`src/rtl/core/lcrv_ram.sv`:
```
// Generic single-write, single-read synchronous RAM with registered read data.
`timescale 1ns / 1ps
`default_nettype none
module lcrv_ram #(
    parameter int WIDTH = 8,
    parameter int DEPTH = 64
) (
    input  wire logic                     i_clk,
    input  wire logic                     i_we,
    input  wire logic [$clog2(DEPTH)-1:0] i_waddr,
    input  wire logic [WIDTH-1:0]         i_wdata,
    input  wire logic [$clog2(DEPTH)-1:0] i_raddr,
    output logic      [WIDTH-1:0]         o_rdata
);
    logic [WIDTH-1:0] r_mem [DEPTH];
    logic [WIDTH-1:0] r_rdata;

    always_ff @(posedge i_clk) begin
        if (i_we) begin
            r_mem[i_waddr] <= i_wdata;
        end
        r_rdata <= r_mem[i_raddr];
    end

    assign o_rdata = r_rdata;
endmodule
`default_nettype wire

```
`config.mk`:
```
export PLATFORM = sky130hd
export DESIGN_NAME = lcrv_ram
export DESIGN_NICKNAME = d
export VERILOG_FILES = /design/src/rtl/core/lcrv_ram.sv
export SDC_FILE = /design/constraint.sdc
export NUM_CORES = 1
export LEC_CHECK = 0
export BUFFER_PORTS_ARGS = -buffer_cell sky130_fd_sc_hd__buf_2
export CAP_MARGIN = 20
export CORE_MARGIN = 10
export CORE_UTILIZATION = 45
export CTS_CLUSTER_SIZE = 14
export DETAILED_ROUTE_END_ITERATION = 16
export PLACE_DENSITY = 0.62
export SLEW_MARGIN = 30
export SYNTH_ARGS = -nofsm -noshare
export SYNTH_HDL_FRONTEND = slang
export SYNTH_SLANG_ARGS = --single-unit
```
`constraint.sdc`:
```
create_clock -name i_clk -period 6.04 [get_ports i_clk]
set_input_delay 0.906 -clock i_clk [delete_from_list [all_inputs] [get_ports i_clk]]
set_output_delay 0.906 -clock i_clk [all_outputs]
set_load 0.005 [all_outputs]
```
Yosys cells after proc, flatten, opt, wreduce, memory -nomap -nowiden
Memories as Yosys holds them, arrays and structs flattened. A register that Yosys moved wholly into a read port is not among the register bits.
Index checks and enable logic that the tools add are counted.
{"block": "classes", "eq_ne": 0, "shift": 0, "mul": 0, "mux": 2, "n_reduce_logical": 0, "div_mod_pow": 0, "n_lt_le_gt_ge": 0, "n_addsub": 0, "bitwise_logic": 0}
{"operator": "1-bit two-way mux", "n": 2}
{"block": "totals", "input_bits": 22, "wordCells": 3, "mem_bits_rw": 512, "latch_bits": 0, "ff_bits": 0, "memories": 1, "mem_bits_ro": 0, "output_inout_bits": 8}
{"memory": "r_mem", "words": 64, "word_bits": 8, "rd": 1, "rd_ports_with_merged_regs": 1, "write_ports": 1, "line_no": "15", "rtl": "logic [WIDTH-1:0] r_mem [DEPTH];"}

Depth between registers and ports, before layout
{"block": "logic_depth", "depth_word": 2, "depth_mapped": 9, "mapped_depth_nobuf": 5}

Least setup slack after synthesis
OpenSTA, ideal clock, no wires.
{"block": "synth_timing", "path_kind": "in2reg", "start": "input i_raddr[1]", "end": "register r_rdata[3] (netlist: o_rdata[3]), read port of r_mem", "path_stages": 7, "setup_time_ns": 0.128, "path_slack_ns": 3.466, "arrival_time_ns": 2.446, "cell_sequence": "buf_4 -> buf_2 -> buf_2 -> mux4_2 -> mux4_2 -> o21ai_1 -> o41ai_1"}
{"item": "from (decl)", "line_no": "12", "rtl": "input wire logic [$clog2(DEPTH)-1:0] i_raddr,"}
{"item": "to (decl)", "line_no": "16", "rtl": "logic [WIDTH-1:0] r_rdata;"}

==> impl_metrics.env <==
export IMPL_diodes=0
export IMPL_netlist_area_um2=20200
export IMPL_yosys_top_cells_area="edfxtp_1, mux4_2, nor2_1"
export IMPL_swShare=0.204
export IMPL_synth_edff_count=512
export IMPL_synth_ff_type="edfxtp_1"
export IMPL_synthArstFlopShare=0
export IMPL_synth_top_family_by_area="multiplexers"
export IMPL_slew_viol_final=0
export IMPL_slowest_stage="buf_4"
export IMPL_die_y_um=232
export IMPL_p_int_mw=5.98
export IMPL_finalCriticalPeriod_ps=3070
export IMPL_place_area_um2=20900
export IMPL_crit_arrival_ps=3520
export IMPL_die_area_um2=53700
export IMPL_p_sw_mw=1.53
export IMPL_clkTransAtPathRegs_ps=60
export IMPL_grt_usage=0.165
export IMPL_max_stage_delay_ps=570
export IMPL_peakVddDrop_mv=0.194
export IMPL_dr_wl_met2_mm=21.6
export IMPL_synth_area_per_cell_um2=21.5
export IMPL_synthAdderAreaFrac=0
export IMPL_std_cell_rows=77
export IMPL_grt_pass1_vias=9556
export IMPL_drt_iter0_drc=792
export IMPL_holdCritPathClass="in -> reg"
export IMPL_synth_compound_area_share=0.0207
export IMPL_synth_xor_area_frac=0
export IMPL_setup_tns_ps=0
export IMPL_pwr_share_seq=0.534
export IMPL_syn_nets=962
export IMPL_io_buffers=29
export IMPL_highest_signal_layer="met5"
export IMPL_antenna_left=0
export IMPL_layout_commonest_cell="edfxtp_1"
export IMPL_ctsResizeCount=0
export IMPL_place_congestion=0.789
export IMPL_layout_nets=1010
export IMPL_synthCells=940
export IMPL_drive_above_1_share=0.258
export IMPL_post_route_drc_count=0
export IMPL_postCtsSetupBuffers=0
export IMPL_hold_path_cell_count=3
export IMPL_power_leakage_nw=6.97
export IMPL_pwr_density_cell_nw_per_um2=332
export IMPL_h_tree_depth=2
export IMPL_cts_made_buffers=51
export IMPL_worst_setup_path_end_kind="flop"
export IMPL_maxSlewHeadroom=0.347
export IMPL_finish_instance_area_um2=22600
export IMPL_cts_sinks=520
export IMPL_die_w_um=232
export IMPL_yosysTopAreaCellShare=0.762
export IMPL_max_freq_mhz=326
export IMPL_viasPerCell=5.77
export IMPL_grt_antenna_before_repair=1
export IMPL_maxCapViolCount=0
export IMPL_cp_cell_sequence="buf_4 -> buf_4 -> mux4_2 -> mux2_2 -> o221a_2 -> nor3_1 -> o32ai_1"
export IMPL_required_ps=6490
export IMPL_clock_latency_ps=580
export IMPL_wl_met1_mm=18.4
export IMPL_synth_ff_latch_count=520
export IMPL_yosysTopAreaCell="edfxtp_1"
export IMPL_dr_pass1_iters=5
export IMPL_p_comb_frac=0.047
export IMPL_grt_ovfl_total=0
export IMPL_hold_viol_final=0
export IMPL_critical_path_most_common_cell="buf_4"
export IMPL_root_buffer="clkbuf_16"
export IMPL_synth_cell_types=40
export IMPL_ctsHoldBuffers=0
export IMPL_pin_count=30
export IMPL_rsz0062_at_grt="no"
export IMPL_wl_per_cell_um=27.1
export IMPL_placeableCoreArea_um2=44200
export IMPL_cts_max_path_buffers=3
export IMPL_seq_area_frac_synth=0.770
export IMPL_dpl_hpwl_mm=25.9
export IMPL_path_class="in -> reg"
export IMPL_mostFrequentLayoutCells="edfxtp_1, mux4_2, nor2_1"
export IMPL_wl_mm=43.9
export IMPL_fin_crit_sh=0.508
export IMPL_grt_max_degree=67
export IMPL_grt_pass1_wl_mm=65.3
export IMPL_syn2layout_area_growth_pct=12.0
export IMPL_finalSetupViolations=0
export IMPL_p_clk_frac=0.419
export IMPL_dr_wl_met3_mm=3.01
export IMPL_ys_warn_count=0
export IMPL_start_kind="input pin"
export IMPL_yosys_mux_area_fraction=0.159
export IMPL_initial_core_util=0.456
export IMPL_critPathMaxFanout=54
export IMPL_outcome="finished, final reports clean"
export IMPL_fin_skew_ps=17.8
export IMPL_synthSimpleGateAreaFrac=0.0339
export IMPL_rr_worst_depth=5
export IMPL_cts_tree="built"
export IMPL_vias=9345
export IMPL_tightest_slew_ps=975
critical path, delay by kind of cell:
family / cells / cell delay [ps]
compound gates: 2 / 430
mux: 2 / 680
buf+inv: 2 / 1080
simple gates: 1 / 350
cell families after synthesis:
| group | Yosys count |
|---|---|
| AOI/OAI and AO/OA | 54 |
| DFF | 520 |
| buffers and inverters | 51 |
| and+or+nand+nor | 153 |
| muxes | 162 |
metrics by stage:
stage	std cells	power [mW]	hold slack, ps	setup slack, ps	utilization
global placement	1526	4.44	787	2290	0.472
finish	1620	7.51	761	2970	0.511
global route	1620	7.75	754	2740	0.511
floorplan	940	4.29	718	3470	-
detailed placement	1527	4.44	824	2250	0.473
CTS	1620	7.57	728	2870	0.511
registers in the layout, indices dropped and copies added, names as in the netlist:
register,flops
o_rdata,8
r_mem,512
final timing paths:
| check | startpoint | endpoint | slack [ps] |
|---|---|---|---|
| worst max-delay path | i_raddr[2] | o_rdata[6] | 2970 |
| worst min-delay path | i_raddr[5] | o_rdata[0] | 760 |
| worst max register to register | r_mem[24][6] | o_rdata[6] | 3960 |
| worst min register to register | r_mem[31][4] | o_rdata[4] | 840 |
Yosys cell counts (2+ instances only):
cell type  number
a2111oi_0       2
a211oi_1        4
a21oi_1         3
a221oi_1        6
a22oi_1         3
buf_1           4
buf_12          2
buf_2          11
buf_4          13
buf_6           4
clkbuf_1       17
dfxtp_1         8
edfxtp_1      512
mux2_2         13
mux2i_1        23
mux4_2        126
nand2_1        19
nand2b_1        7
nand3_1        13
nand3b_1        3
nand4_1         2
nor2_1         83
nor2b_1        14
nor3_1          7
nor4_1          2
o2111ai_1       3
o21a_1          2
o21ai_0         2
o21ai_1         2
o221a_2         2
o221ai_1        8
o22ai_1         8
o2bb2ai_1       3
o32ai_1         2
o41ai_1         2
cell type report:
type | instances | area [um2]
Clock buffer | 66 | 1410
Clock inverter | 27 | 259
Fill cell | 3493 | 21600
Multi-Input combinational cell | 369 | 4330
Sequential cell | 520 | 15500
Tap cell | 592 | 741
Timing Repair Buffer | 46 | 322
power groups by stage:
stage	registers, mW	clock network (mW)	logic (mW)
final	4.01	3.15	0.355
after global routing	4.01	3.37	0.382
after CTS	4.01	3.20	0.361
after detailed placement	4.08	0	0.360
after global placement	4.08	0	0.352
after floorplan	4.08	0	0.213
layer usage:
metal | vias up | global-route usage
li1 | 4030 | -
met2 | 323 | 0.263
met5 | - | 0
met4 | 2 | 0.0445
met1 | 4928 | 0.222
met3 | 62 | 0.0419
Note: power is estimated with default switching activity, not from simulation.
