<file path="config.mk">
export PLATFORM = sky130hd
export DESIGN_NAME = lcrv_isqrt
export DESIGN_NICKNAME = d
export VERILOG_FILES = /design/src/rtl/core/lcrv_pkg.sv /design/src/rtl/core/lcrv_isqrt.sv
export SDC_FILE = /design/constraint.sdc
export NUM_CORES = 1
export LEC_CHECK = 0
export BUFFER_PORTS_ARGS = -buffer_cell sky130_fd_sc_hd__buf_4
export CAP_MARGIN = 5
export CORE_ASPECT_RATIO = 1.1
export CORE_MARGIN = 10
export CORE_UTILIZATION = 54
export CTS_BUF_LIST = sky130_fd_sc_hd__clkbuf_8
export DETAILED_ROUTE_END_ITERATION = 8
export MAX_ROUTING_LAYER = met4
export PLACE_DENSITY = 0.78
export SLEW_MARGIN = 30
export SYNTH_ARGS = -nofsm -noshare
export SYNTH_HDL_FRONTEND = slang
export SYNTH_SLANG_ARGS = --single-unit
</file>
<file path="constraint.sdc">
create_clock -name i_clk -period 2.6 [get_ports i_clk]
set_input_delay 0.13 -clock i_clk [delete_from_list [all_inputs] [get_ports i_clk]]
set_output_delay 0.13 -clock i_clk [all_outputs]
set_load 0.03 [all_outputs]
</file>
<file path="src/rtl/core/lcrv_pkg.sv">
// Shared types and constants of the lidar column ring vertical filter.
`timescale 1ns / 1ps
`default_nettype none
package lcrv_pkg;
    localparam int ROW_W     = 6;
    localparam int GAP_W     = 20;
    localparam int ID_W      = 18;
    localparam int COORD_W   = 19;
    localparam int THR_W     = 16;
    localparam int RUN_DEPTH = 64;
    localparam int RUN_AW    = 6;
    localparam int LEN_W     = 7;
    localparam int GK_W      = ROW_W + 1;
    localparam int SQ_W      = 2 * COORD_W;
    localparam int ROOT_W    = 19;

    localparam logic [GAP_W-1:0] GAP_SAT    = {GAP_W{1'b1}};
    localparam logic [THR_W-1:0] THR_RESET  = 16'd80;
    localparam logic             FUNC_LOAD  = 1'b0;
    localparam logic             FUNC_POINT = 1'b1;

    typedef enum logic [2:0] {
        S_IDLE,
        S_SQ_ADD,
        S_ITER,
        S_DECIDE,
        S_START,
        S_EMIT_RD,
        S_EMIT_LD
    } t_state;
endpackage
`default_nettype wire

</file>
<file path="src/rtl/core/lcrv_isqrt.sv">
// Bit-serial integer square root, one result bit per cycle.
`timescale 1ns / 1ps
`default_nettype none
module lcrv_isqrt (
    input  wire logic                        i_clk,
    input  wire logic                        i_rst_n,
    input  wire logic                        i_start,
    input  wire logic [lcrv_pkg::SQ_W-1:0]   i_radicand,
    output logic                             o_busy,
    output logic      [lcrv_pkg::ROOT_W-1:0] o_root
);
    import lcrv_pkg::*;

    localparam int REM_W = ROOT_W + 2;
    localparam int CNT_W = $clog2(ROOT_W);

    logic [SQ_W-1:0]   r_v;
    logic [REM_W-1:0]  r_rem;
    logic [ROOT_W-1:0] r_root;
    logic [CNT_W-1:0]  r_cnt;
    logic              r_busy;

    logic [REM_W+1:0]  w_rem2;
    logic [REM_W+1:0]  w_trial;
    logic              w_take;

    // Bring down the next two radicand bits and try root*4+1.
    assign w_rem2  = {r_rem, r_v[SQ_W-1 -: 2]};
    assign w_trial = (REM_W+2)'({r_root, 2'b01});
    assign w_take  = (w_rem2 >= w_trial);

    always_ff @(posedge i_clk) begin
        if (!i_rst_n) begin
            r_busy <= 1'b0;
        end else if (i_start) begin
            r_busy <= 1'b1;
        end else if (r_busy && (r_cnt == CNT_W'(ROOT_W - 1))) begin
            r_busy <= 1'b0;
        end
    end

    always_ff @(posedge i_clk) begin
        if (i_start) begin
            r_v    <= i_radicand;
            r_rem  <= '0;
            r_root <= '0;
            r_cnt  <= '0;
        end else if (r_busy) begin
            r_v   <= {r_v[SQ_W-3:0], 2'b00};
            r_cnt <= r_cnt + 1'b1;
            if (w_take) begin
                r_rem  <= REM_W'(w_rem2 - w_trial);
                r_root <= {r_root[ROOT_W-2:0], 1'b1};
            end else begin
                r_rem  <= REM_W'(w_rem2);
                r_root <= {r_root[ROOT_W-2:0], 1'b0};
            end
        end
    end

    assign o_busy = r_busy;
    assign o_root = r_root;
endmodule
`default_nettype wire

</file>
# Word level (Yosys, flattened, before mapping)
# Cells that the tools add are included.
dict set report totals {
  ff_bits 84
  latch_bits 0
  ram_bits 0
  romBits 0
  in_bits 41
  out_inout_bits 20
  n_memories 0
}
dict set report classes {
  add_sub_neg 2
  mul 0
  n_div 0
  magnitude_cmp 1
  eq_ne 1
  shift 0
  n_mux 6
  n_bitwise 0
  reduce_logical 3
}
# cell n
set op_table {}
lappend op_table {{two-way mux 38 bit} 2}
lappend op_table {{greater-or-equal comparator 23 x 21 -> 1 bit} 1}
lappend op_table {{two-way mux 21 bit} 1}
lappend op_table {{subtractor 21 bit} 1}
lappend op_table {{adder 5 x 1 -> 5 bit, second input constant} 1}
lappend op_table {{equality test 5 bit, second input constant} 1}
lappend op_table {{nonzero test 2 bit} 2}
lappend op_table {{two-way mux 1 bit} 3}
lappend op_table {{logical AND 1 bit} 1}

# Longest topological paths before layout
# Gate-level depths: netlist (run 1).
dict set report logic_depth {
  ltp_word 4
  ltp_mapped 11
  mapped_depth_nobuf 9
}

# Worst setup path before layout (run 1)
# No wires, ideal clock.
dict set report synth_path {
  kind {register to register}
  start {reg r_root[10], in the netlist o_root[10]}
  end {reg r_rem[18]}
  arrival_time_ns 2.741
  required_time_ns 2.478
  slack_ns -0.263
  stages_incl_launch_ff 11
  path_buffers 1
  period_less_slack_ns 2.863
  cell_sequence {dfxtp_1 > inv_1 > ha_1 > nand3_2 > or3_4 > or4_4 > a21oi_4 > nor2_4 > buf_2 > a32oi_1 > o21ai_1}
}
dict set report synth_via {
  elab_chain_len 2
  elab_cells_between_ends 3
  cone_classes {add/sub: 1; order compare: 1; mux: 1}
}
# item line
set synth_lines {}
lappend synth_lines {{start, declared} lcrv_isqrt.sv:19} ;# logic [ROOT_W-1:0] r_root;
lappend synth_lines {{start signal, assigned} lcrv_isqrt.sv:53} ;# r_root <= {r_root[ROOT_W-2:0], 1'b1};
lappend synth_lines {{start signal, assigned} lcrv_isqrt.sv:56} ;# r_root <= {r_root[ROOT_W-2:0], 1'b0};
lappend synth_lines {{subtractor 21 bit / greater-or-equal comparator 23 x 21 -> 1 bit (equally long branches)} {lcrv_isqrt.sv:52, lcrv_isqrt.sv:30}}
lappend synth_lines {{two-way mux 21 bit (*)} lcrv_isqrt.sv:51} ;# if (w_take) begin
lappend synth_lines {{end signal, assigned} lcrv_isqrt.sv:52} ;# r_rem <= REM_W'(w_rem2 - w_trial);
lappend synth_lines {{end signal, assigned} lcrv_isqrt.sv:55} ;# r_rem <= REM_W'(w_rem2);
lappend synth_lines {{end, declared} lcrv_isqrt.sv:18} ;# logic [REM_W-1:0] r_rem;
# Every way passes the cells marked *; elsewhere a longest branch is shown, timed or not.
# A chain may end at the register's enable or synchronous reset.

# Worst setup path in the final report (run 1)
dict set report layout_path {
  start {reg r_root[11], in the netlist o_root[11]}
  end {reg r_rem[2]}
}
dict set report layout_via {
  elab_chain_len 2
}
# item line
set layout_lines {}
lappend layout_lines {{greater-or-equal comparator 23 x 21 -> 1 bit} lcrv_isqrt.sv:30} ;# assign w_take = (w_rem2 >= w_trial);
lappend layout_lines {{two-way mux 21 bit} lcrv_isqrt.sv:51}
# No other way between the ends.

==> results.txt, run 1 <==
* Synth Register Bits: 84
- Cell with the most instances after synthesis: sky130_fd_sc_hd__dfxtp_1
- Vias in the first global route: approximately 3.7k
- The worst register-to-register path begins at o_root[11].
* Hold Crit Depth: 2
- Count of input and output buffers: 60
- Average instance area after synthesis: 10.4 µm²
* Seq/Total Area, Yosys: 0.455
- In this run the standard cell core region covers 8040 µm².
- Post-Synthesis Cells: 437
- Final WS setup: between 30 and 40 ps
- Maximum buffer depth of the clock tree: 2
* Count of maximum capacitance violations: 0
* Hold Crit Start: i_radicand[1]
- Maximum clock skew at final layout: approximately 12 ps
- Total Routed Length: 10.9 mm
* Period utilization: 0.987
* I/O pin cnt: 61
* Number of nets produced by synthesis: 501
* Class of the most critical setup path: reg2reg
* Sum of negative setup slack: 0 ps
* Critical path data required time: between 2000 and 3000 ps
* Worst-case vdd ir drop: approximately 0.00066 V
* Critical Path Start Type: flop
- Share of the core filled with cells: 0.747
- CTS H-Tree Depth: 3
- In the final design database the tool counted between 600 and 700 nets.
- TritonCTS built the clock tree.
* DIE WIDTH: approximately 110 µm
- Starting density of the core: 0.563
- The commonest cells after synthesis are sky130_fd_sc_hd__dfxtp_1, sky130_fd_sc_hd__nor2_1, sky130_fd_sc_hd__edfxtp_1.
* Count of non-filler cells in the finished layout: 668
- Synthesized-area fraction occupied by xor and xnor cells: 0.0387
- Crit path time final: between 2000 and 3000 ps
* DRT Pass-1 Iters: 4
- Setup violation total in the final timing report: 0
- Measured along the y axis, the die boundary spans 116 µm.
* Synth-to-Final Area Change: 32.5%
* Fraction of registers with async set or reset after synthesis: 0
- Fin. Hold Viols: 0
* Antenna diode count: 0
* Clock-pin transition on the worst setup and hold timing paths: 90 ps
* Total number of vias: 3649
- GP Congestion: 0.924
- Worst R2R Setup Slack: 30 ps
- The first global-routing pass estimated about 18 mm of wire.
* Arrival time of the worst setup path: 2830 ps
* Adder-cell area share of the yosys netlist: 0.0635
* Hold WC Path Type: in2reg
- Total global routing track utilization: 0.183
* Most frequently used flop master after synthesis: sky130_fd_sc_hd__dfxtp_1
- Combinational family with the most area after synthesis: multiplexers
- Total cell area at the placement stage: 5500 µm²
- Setup repair after global routing missed its margin: true
- Critical path peak fanout: 7
- Row generation in the floorplan step produced 34 rows.
* Mux share of post-synthesis cell area: 0.147
* Worst-case reg-to-reg path depth: 10
* Worst Tran Pin Value: 739 ps
- The analysis attributes to cell leakage a power of 2.44 nW.
- Result of the run: finished clean
- The worst setup path is captured at a flop.
- Post-synthesis compound-gate area fraction: 0.118
* Ratio of total power to cell area: 1060 nW/µm²
- Number of buffers inserted during clock tree synthesis: 9
* Syn. warnings: 0
- Avg WL per Cell: about 16 µm
- Cells after DPL: between 600 and 700
- Root buffer selected by CTS: sky130_fd_sc_hd__clkbuf_8
- Entering global routing, the biggest net connects 65 pins.
* DRC: 0
- Overflow left after global routing: 0
- Min-Delay Endpoint: r_v[1]
* Number of enable-type register cells in the synthesized netlist: 38
- Overall die area: 12500 µm²
- Detailed-route vias per instance: ~5.5
- Once layout is done, the placed cells without fillers occupy 6000 µm².
- Of the cells placed in the final design, the portion with a size suffix greater than 1 is 0.407.
- Of the total synthesized cell area, the portion taken by AND, OR, NAND and NOR gates is 0.135.
- Half-perimeter wire length of the detailed placement result: 7.69 mm
* Fmax achieved: 390 MHz
* Placement-stage worst setup slack: -42.2 ps
- The worst pin sits at a relative slew slack of 0.507.
- Area share of the largest cell type after synthesis: 0.252
- The number of pins exceeding their max-slew limit in the final report was 0.
- Remaining antenna violation count: 0
- Clk Latency, worst-skew pair: 370 ps
* Yosys cell types: 57
* Combined area of all synthesized cells: 4530 µm²
* TritonCTS sink count: between 80 and 90
- Number of DRC markers after the initial detailed-route iteration: 140
* Number of antenna violations at the first check in global routing: 0
- Library cell with the largest summed area after synthesis: sky130_fd_sc_hd__edfxtp_1
- Worst R2R End: r_rem[2]
- Most area-consuming cells after synthesis: sky130_fd_sc_hd__edfxtp_1, sky130_fd_sc_hd__dfxtp_1, sky130_fd_sc_hd__mux2_2
## metal layers
layer,GRT usage,vias to the layer above,share of wire
met5,-,-,0
met4,0.0784,0,0.024
met3,0.0328,20,0.038
met2,0.302,77,0.51
met1,0.215,1733,0.43
li1,-,1819,-
## critical path: stages (launching register included)
cell,delay [ps]
sky130_fd_sc_hd__dfxtp_4,350
sky130_fd_sc_hd__inv_1,50
sky130_fd_sc_hd__ha_4,280
sky130_fd_sc_hd__nand3_4,70
sky130_fd_sc_hd__or3_4,370
sky130_fd_sc_hd__or4_4,530
sky130_fd_sc_hd__a21oi_4,180
sky130_fd_sc_hd__nor2_4,100
sky130_fd_sc_hd__buf_6,170
sky130_fd_sc_hd__mux2i_1,120
sky130_fd_sc_hd__a211oi_1,250
## what timing repair did
action | CTS | global route
cloned | 1 | 0
hold buffers | 2 | 0
pin swaps | 8 | 9
resized for setup | 11 | 17
endpoints found under the hold margin | 2 | 0
endpoints found under the setup margin | 11 | 22
setup buffers | 8 | 2
## kinds of logic after synthesis
family                   count (synthesis)
adder cells (fa/ha/maj)                 23
XOR/XNOR                                20
flip-flops                              84
AO/OA/AOI/OAI                           77
buffers and inverters                   49
AND/OR/NAND/NOR                        122
multiplexers                            62
## how the worst max path moves through the flow
| stage | startpoint | to | slack (ps) |
|---|---|---|---|
| floorplan | o_root[9] | r_rem[18] | 1 |
| global placement | o_root[10] | r_rem[1] | 40 |
| detailed placement | o_root[13] | r_rem[14] | -40 |
| CTS | o_root[7] | r_rem[12] | 0.6 |
| global route | o_root[11] | r_rem[2] | -60 |
| finish | o_root[11] | r_rem[2] | 30 |
## layout by cell type (no fill, tap or decap), types with 6 or more instances in the layout
master / n
sky130_fd_sc_hd__a21oi_1: 17
sky130_fd_sc_hd__buf_4: 121
sky130_fd_sc_hd__clkbuf_8: 9
sky130_fd_sc_hd__dfxtp_1: 31
sky130_fd_sc_hd__dfxtp_2: 9
sky130_fd_sc_hd__dfxtp_4: 6
sky130_fd_sc_hd__edfxtp_1: 38
sky130_fd_sc_hd__ha_1: 10
sky130_fd_sc_hd__ha_4: 13
sky130_fd_sc_hd__inv_1: 28
sky130_fd_sc_hd__mux2_2: 36
sky130_fd_sc_hd__mux2i_1: 26
sky130_fd_sc_hd__nand2_1: 25
sky130_fd_sc_hd__nand3_1: 9
sky130_fd_sc_hd__nor2_1: 41
sky130_fd_sc_hd__nor3_1: 6
sky130_fd_sc_hd__o21ai_0: 11
sky130_fd_sc_hd__o21ai_1: 12
sky130_fd_sc_hd__xnor2_1: 12
sky130_fd_sc_hd__xor2_1: 8
## state kept, by name, indices dropped and copies added (netlist names)
name    count
o_busy      1
r_v        38
r_cnt       5
r_rem      21
o_root     19
## metrics by stage
step | hold WS [ps] | power (mW)
floorplan | 258 | 3.88
global placement | 343 | 4.76
detailed placement | 352 | 4.85
CTS | 28.7 | 6.19
global route | 38.2 | 6.76
finish | 45.6 | 6.35
## area by class of cell
| cell class | instances | area (µm²) |
|---|---|---|
| Tap cell | 108 | 135 |
| Clock inverter | 7 | 77.6 |
| Fill cell | 528 | 2040 |
| Sequential cell | 84 | 2100 |
| Timing Repair Buffer | 125 | 960 |
| Inverter | 30 | 113 |
| Multi-Input combinational cell | 305 | 2500 |
| Clock buffer | 9 | 124 |
## report_power, final
group	internal [mW]	switching (mW)	total (mW)
Sequential	1.55	0.127	1.68
Combinational	1.88	1.85	3.73
Clock	0.450	0.493	0.943
Total	3.88	2.47	6.35
Power figures use the tool's default switching activity.
==> inputs of run 2 (changes only) <==
- SETUP_SLACK_MARGIN: unset -> 0.15
==> run 2 against run 1 <==
  * First-iteration DRC count rose by 57%
  * Die area did not move
  * Critical path depth fell by 1
  * Maximum frequency rose by 2.1%
  * Sequential power barely moved
  * Non-clock buffer count fell by 7
  * Sequential share of layout area fell by 0.097 points
  * Final cell count fell by 1.0%
  * Wire length rose by 8.5%
  * Setup slack improved by 53 ps
  * Via count rose by 2.9%
  * Utilization rose by 1.1 points
  * Critical endpoint is now r_rem[6]
==> results.txt, run 2 (synthesis gave the netlist of run 1 again) <==
* Commonest cells after routing, fill and taps aside: sky130_fd_sc_hd__buf_4, sky130_fd_sc_hd__nor2_1, sky130_fd_sc_hd__edfxtp_1
* Finished layout cell area: 6090 µm² (+1.4%)
- TritonCTS sink count: 84 (unchanged)
- The vertical die dimension was 116 µm (unchanged).
- The final worst hold slack is 47.2 ps (+1.59 ps).
- The initial detailed-routing violation count is 220 (+57%).
* Hold WC Path Type: in2reg
* Floorplan Core Area: 8040 µm² (unchanged)
* Antenna diode count: 0 (unchanged)
- The final period demand of the worst path was 2510 ps (-53.5 ps).
- Clk Latency, worst-skew pair: 370 ps (about the same)
- The startpoint identified for the worst register-to-register timing path is r_rem[8].
* Remaining antenna violation count: 0 (unchanged)
- Total number of vias: 3754 (+2.9%)
- Setup repair after global routing missed its margin: true
- Compared with the post-synthesis result, the final layout area differs by 34.4%.
- The internal power consumption is 3.97 mW (+2.4%).
- The first-pass iteration count of the detailed router was 4 (unchanged).
- Critical Path Start Type: flop
* Placement row count: 34 (unchanged)
- Number of antenna violations at the first check in global routing: 0 (unchanged)
* Total Routed Length: 11.8 mm (+8.5%)
- Period utilization: 0.966 (-0.0206)
* Total leakage power: 2.43 nW (-0.58%)
- The number of maximum-capacitance constraint violations was 0 (unchanged).
- Commonest non-fill, non-tap cell in the layout: sky130_fd_sc_hd__buf_4
- Root buffer selected by CTS: sky130_fd_sc_hd__clkbuf_8
* Register with the most flip-flops: r_v
- The final-stage net count is 612 (-1.1%).
* DIE WIDTH: 107 µm (unchanged)
- Fin. Hold Viols: 0 (unchanged)
- GP Congestion: 0.871 (-5.7%)
- The count of H-tree levels built during CTS came to 3 (unchanged).
- Avg WL per Cell: 17.9 µm (+9.7%)
- Sequential share of power: 0.252 (-0.013)
- Remaining max-slew budget at the tightest pin: 0.511 (+0.00410)
- In this run the worst setup path begins at r_rem[8].
* Ratio of total power to cell area: 1110 nW/µm² (+4.6%)
- The arrival time of the worst setup path is 2820 ps (about the same).
- Total cell area at the placement stage: 5490 µm² (-0.27%)
- Fmax achieved: 398 MHz (+2.1%)
- Switching share of total power: 0.411 (+0.0215)
- The maximum fanout along the worst path is 7 (unchanged).
- Overflow left after global routing: 0 (unchanged)
- Pin count of the biggest net entering global routing: 39 (-40%)
- Fin. max-slew vios: 0 (unchanged)
- Ratio of cells with drive above 1 in the final layout: 0.452 (+0.0449)
- The total CTS buffers came to 9 (unchanged).
- The worst setup path is captured at a flop.
* Half-perimeter wire length of the detailed placement result: 7.85 mm (+2.1%)
- The worst slack at placement is -14.2 ps (+27.9 ps).
- Hold Crit Start: i_radicand[1]
- The number of top-level pins is 61 (unchanged).
- Class of the most critical setup path: reg2reg
- Net switching power: 2.77 mW (+12%)
- Filler cell count: 517 (-2.1%)
* Total global routing track utilization: 0.186 (+0.00285)
- The post-route clock skew is 12.4 ps (+0.00710 ps).
* Sum of negative setup slack: 0 ps (unchanged)
- The clock power share is 0.135 (-0.013).
- The combinational share of power came to 0.613 (+0.026).
- The total DRC errors in the routed layout came to 0 (unchanged).
- Overall die area: 12500 µm² (unchanged)
- Setup violation total in the final timing report: 0 (unchanged)
- The deepest clock path buffer count was 2 (unchanged).
- The clock slew at the register clock pins of the worst setup and hold paths came to 100 ps (about the same).
* Detailed-route vias per instance: 5.68 (+4.0%)
- The required time reported for the critical path endpoint came to 2910 ps (+40 ps).
- The worst-case vdd ir drop is 0.000629 V (-4.6%).
* TritonCTS clock tree: done
- The worst-case setup margin in the final layout came to 87.2 ps (+53.5 ps).
- Starting density of the core: 0.563 (unchanged)
- The flow ran to the end, and the final reports show no timing, DRC or antenna violations.
- The via count of the first global-routing pass was 3810 (+2.5%).
- Global-route wire length before repair: 18.1 mm (+2.3%)
* Worst Tran Pin Value: 733 ps (-6.14 ps)
- The count of input and output buffers is 60 (unchanged).
* Max FFs per register: 38 (unchanged)
[run 2: changes by cell type in the layout (fill, tap and decap cells not counted), sizes merged]
cell and change:
buf -6, bufinv -1, clkinv -2, dlygate4sd3 -1, inv +3
[run 2: final cells by class]
| type | instances | area [µm²] | area share |
|---|---|---|---|
| clock inverters | 7 | 63.8 | 0.0105 |
| well taps | 108 | 135 | 0.0222 |
| repair buffers | 118 | 911 | 0.150 |
| inverters | 30 | 113 | 0.0185 |
| flip-flops and latches | 84 | 2120 | 0.348 |
| multi-input cells | 305 | 2620 | 0.431 |
| clock buffers | 9 | 124 | 0.0203 |
[run 2: power by group through the flow]
stage	Combinational (mW)	Clock (mW)	Sequential (mW)
5_1_grt	4.42	0.975	1.71
2_1_floorplan	2.29	0	1.68
3_5_place_dp	3.14	0	1.70
6_report	4.13	0.913	1.70
4_1_cts	3.59	0.928	1.68
3_3_place_gp	3.06	0	1.69
[run 2: final timing paths]
| kind | slack (ps) | endpoint | cells past startpoint |
|---|---|---|---|
| worst max-delay path | 90 | r_rem[6] | 9 |
| worst min-delay path | 50 | r_v[1] | 2 |
| worst max register to register | 90 | r_rem[6] | 9 |
| worst min register to register | 480 | r_rem[19] | 2 |
[run 2: what timing repair did]
item	CTS	global route
resized for setup	11	36
gates cloned	1	0
buffers inserted	18	3
hold endpoints to repair	0	1
pin swaps	12	14
hold buffers	0	1
endpoints found under the setup margin	19	22
[run 2: critical path, stage by stage, from the launching register on]
cell	delay [ps]
sky130_fd_sc_hd__dfxtp_1	370
sky130_fd_sc_hd__ha_4	300
sky130_fd_sc_hd__nand2_4	60
sky130_fd_sc_hd__or3_4	370
sky130_fd_sc_hd__or4_4	500
sky130_fd_sc_hd__a21oi_4	170
sky130_fd_sc_hd__nor2_4	100
sky130_fd_sc_hd__buf_8	170
sky130_fd_sc_hd__or3_1	320
sky130_fd_sc_hd__nand3_1	90
[run 2: per-stage QoR]
| step | power, mW | util | std cells |
|---|---|---|---|
| 6_report | 6.74 | 0.757 | 661 |
| 5_1_grt | 7.11 | 0.757 | 661 |
| 4_1_cts | 6.20 | 0.732 | 657 |
| 3_5_place_dp | 4.84 | 0.682 | 622 |
| 3_3_place_gp | 4.76 | 0.682 | 622 |
| 2_1_floorplan | 3.97 | - | 437 |
[run 2: per-layer routing]
layer / vias to the layer above / track usage / wire, µm
met5: - / - / 0
met4: 0 / 0.0660 / 266
met3: 25 / 0.0283 / 553
met2: 101 / 0.311 / 6050
met1: 1821 / 0.223 / 4960
li1: 1807 / - / -
==> inputs of run 3 (changes only) <==
- GPL_TIMING_DRIVEN: unset -> 0
- REMOVE_ABC_BUFFERS: unset -> 1
==> run 3 against run 2 <==
  * The flow now finishes with violations (negative setup slack)
  * Register-to-register slack lost 190 ps
  * Flip-flop and latch count is the same
  * Largest cell class unchanged
  * Sequential power is essentially flat
  * Combinational power grew 4%
  * Total power grew 4.9%
  * Critical path depth grew 1
  * Utilization shrank 0.93 points
  * Via count grew 3.8%
==> results.txt, run 3 (synthesis gave the netlist of run 1 again) <==
- The overall track demand over capacity in global routing is 0.192 (+0.00657).
- Slowest Stage Delay on Critical Path: 430 ps (-70 ps)
- TritonCTS built the clock tree.
- The starting density of the core came to 0.563 (unchanged).
* Overflow left after global routing: 0 (unchanged)
- Top Family by Delay on Critical Path: simple AND/OR/NAND/NOR gates
- Avg WL per Cell: 19.4 µm (+8.2%)
* Half-perimeter wire length of the detailed placement result: 6.63 mm (-16%)
- The count of nets left with antenna violations after detail routing was 0 (unchanged).
- Fmax achieved: 370 MHz (-7.0%)
* Critical path data required time: 2850 ps (-60 ps)
- The initial detailed-routing violation count is 377 (+71%).
* Class of the most critical setup path: reg2reg
- The final worst hold slack came to 7.03 ps (-40.2 ps).
* Setup repair after global routing missed its margin: true
- Vert. Die Dim: 116 µm (unchanged)
- The first-pass iteration count of the detailed router was 5 (+1).
- The final-stage net count is 597 (-2.5%).
* Clk Latency, worst-skew pair: 370 ps (about the same)
- Period utilization: 1.04 (+0.0727)
- The total DRC errors in the routed layout was 0 (unchanged).
* Count of input and output buffers: 60 (unchanged)
- Synth-to-Final Area Change: 32.7%
- Critical path peak fanout: 7 (unchanged)
* Commonest non-fill, non-tap cell in the layout: sky130_fd_sc_hd__buf_4
- Crit path time final: 2700 ps (+189 ps)
- Commonest cells after routing, fill and taps aside: sky130_fd_sc_hd__buf_4, sky130_fd_sc_hd__nor2_1, sky130_fd_sc_hd__edfxtp_1
- Setup violation total in the final timing report: 12 (+12)
- The total die area came to 12500 µm² (unchanged).
- The tightest min-delay check is of the in2reg type.
* Hold-fix buffers, CTS: 0 (unchanged)
- Number of buffers inserted during clock tree synthesis: 9 (unchanged)
- Worst-case vdd ir drop: 0.000626 V (-0.58%)
- Worst Tran Pin Value: 880 ps (+147 ps)
- Fin. max-slew vios: 0 (unchanged)
- Detailed-route vias per instance: 6.03 (+6.2%)
- Maximum buffer depth of the clock tree: 2 (unchanged)
- The number of maximum-capacitance constraint violations was 0 (unchanged).
- The checks that failed: negative setup slack.
* Pin count of the biggest net entering global routing: 71 (+82%)
* Remaining max-slew budget at the tightest pin: 0.411 (-0.100)
- Ratio of cells with drive above 1 in the final layout: 0.431 (-0.0209)
- The arrival time of the worst setup path came to 2950 ps (+130 ps).
- Final WS setup: -102 ps (-189 ps)
- Number of antenna violations at the first check in global routing: 0 (unchanged)
- Antenna diode count: 0 (unchanged)
- Total number of vias: 3896 (+3.8%)
* Fin. Hold Viols: 0 (unchanged)
- Sum of negative setup slack: -340 ps (-340 ps)
- TritonCTS sink count: 84 (unchanged)
- The number of top-level pins was 61 (unchanged).
* Vias in the first global route: 3887 (+2.0%)
* Share of the core filled with cells: 0.748 (-0.00934)
- Placement-stage worst setup slack: -428 ps (-413 ps)
* Critical Path Start Type: flop
* GP Congestion: 0.911 (+4.6%)
- The count of H-tree levels built during CTS came to 3 (unchanged).
- The worst setup path is captured at a flop.
- The leakage power was 2.39 nW (-1.6%).
* DIE WIDTH: 107 µm (unchanged)
- The run finished, with violations left.
- The site row count is 34 (unchanged).
* Max FFs per register: 38 (unchanged)
- Maximum clock skew at final layout: 12.5 ps (+0.126 ps)
- The cell sitting at the root of the clock tree is a sky130_fd_sc_hd__clkbuf_8.
- The number of buffers and inverters on the critical path came to 2 (+1).
- The total detailed-routing wirelength is 12.5 mm (+5.7%).
- The clock slew at the register clock pins of the worst setup and hold paths came to 100 ps (about the same).
* Ordered list of cells on the worst path: inv_1, ha_1, nand3_2, nor3b_1, o41ai_2, buf_4, a31oi_2, nor4b_1, nor4_2, o21ai_1
- Floorplan Core Area: 8040 µm² (unchanged)
* Register with the most flip-flops: r_v
* Global-route wire length before repair: 19.0 mm (+4.7%)
* Ratio of total power to cell area: 1180 nW/µm² (+6.2%)
- Worst-path cell with the longest stage delay: sky130_fd_sc_hd__ha_1
==> run 3: cell types whose count changed in the layout (fill, tap and decap cells not counted), moves of 3 or more <==
cell,before,now
sky130_fd_sc_hd__buf_4,112,95
sky130_fd_sc_hd__dfxtp_2,7,16
sky130_fd_sc_hd__nand3_1,6,3
sky130_fd_sc_hd__dfxtp_1,26,30
sky130_fd_sc_hd__dfxtp_4,13,0
sky130_fd_sc_hd__nand3_4,2,5
==> run 3: timing repair <==
item                                    in CTS  in global routing
endpoints found under the hold margin        0                  0
gates resized for setup                     58                 21
endpoints found under the setup margin      22                 22
pin swaps                                   28                 19
setup buffers                               34                  7
gates cloned                                 2                  0
==> run 3: where the power goes <==
group / switching [mW] / internal, mW
logic: 2.30 / 2.01
registers: 0.145 / 1.56
clock network: 0.508 / 0.546
==> run 3: path summary, 6_finish.rpt <==
| kind | depth (start not counted) | endpoint | startpoint | slack [ps] |
|---|---|---|---|---|
| setup / recovery | 10 | r_rem[14] | o_root[6] | -100 |
| setup reg to reg | 10 | r_rem[14] | o_root[6] | -100 |
| hold reg to reg | 2 | r_rem[3] | r_rem[3] | 490 |
| hold / removal | 2 | o_busy | i_rst_n | 7 |
==> run 3: metrics by stage <==
step | instance area [µm²] | power [mW] | std cells
global placement | 5040 | 4.23 | 586
floorplan | 4450 | 3.76 | 418
finish | 6010 | 7.07 | 646
detailed placement | 5060 | 4.30 | 587
global route | 6010 | 7.42 | 646
CTS | 5860 | 6.41 | 639
==> run 3: cell type report <==
cell class | instances | area, µm²
multi-input cells | 306 | 2650
inverters | 30 | 113
well taps | 108 | 135
repair buffers | 102 | 810
clock inverters | 7 | 97.6
clock buffers | 9 | 124
flip-flops and latches | 84 | 2080
fillers | 479 | 2030
==> run 3: layer usage <==
metal  wire, µm  track usage  vias up  share of wire
met5          0            -        -              0
met4        506       0.0606        0          0.040
met3       1040       0.0555       59          0.083
met2       6170        0.323      208           0.49
met1       4790        0.217     1858           0.38
li1           -            -     1771              -
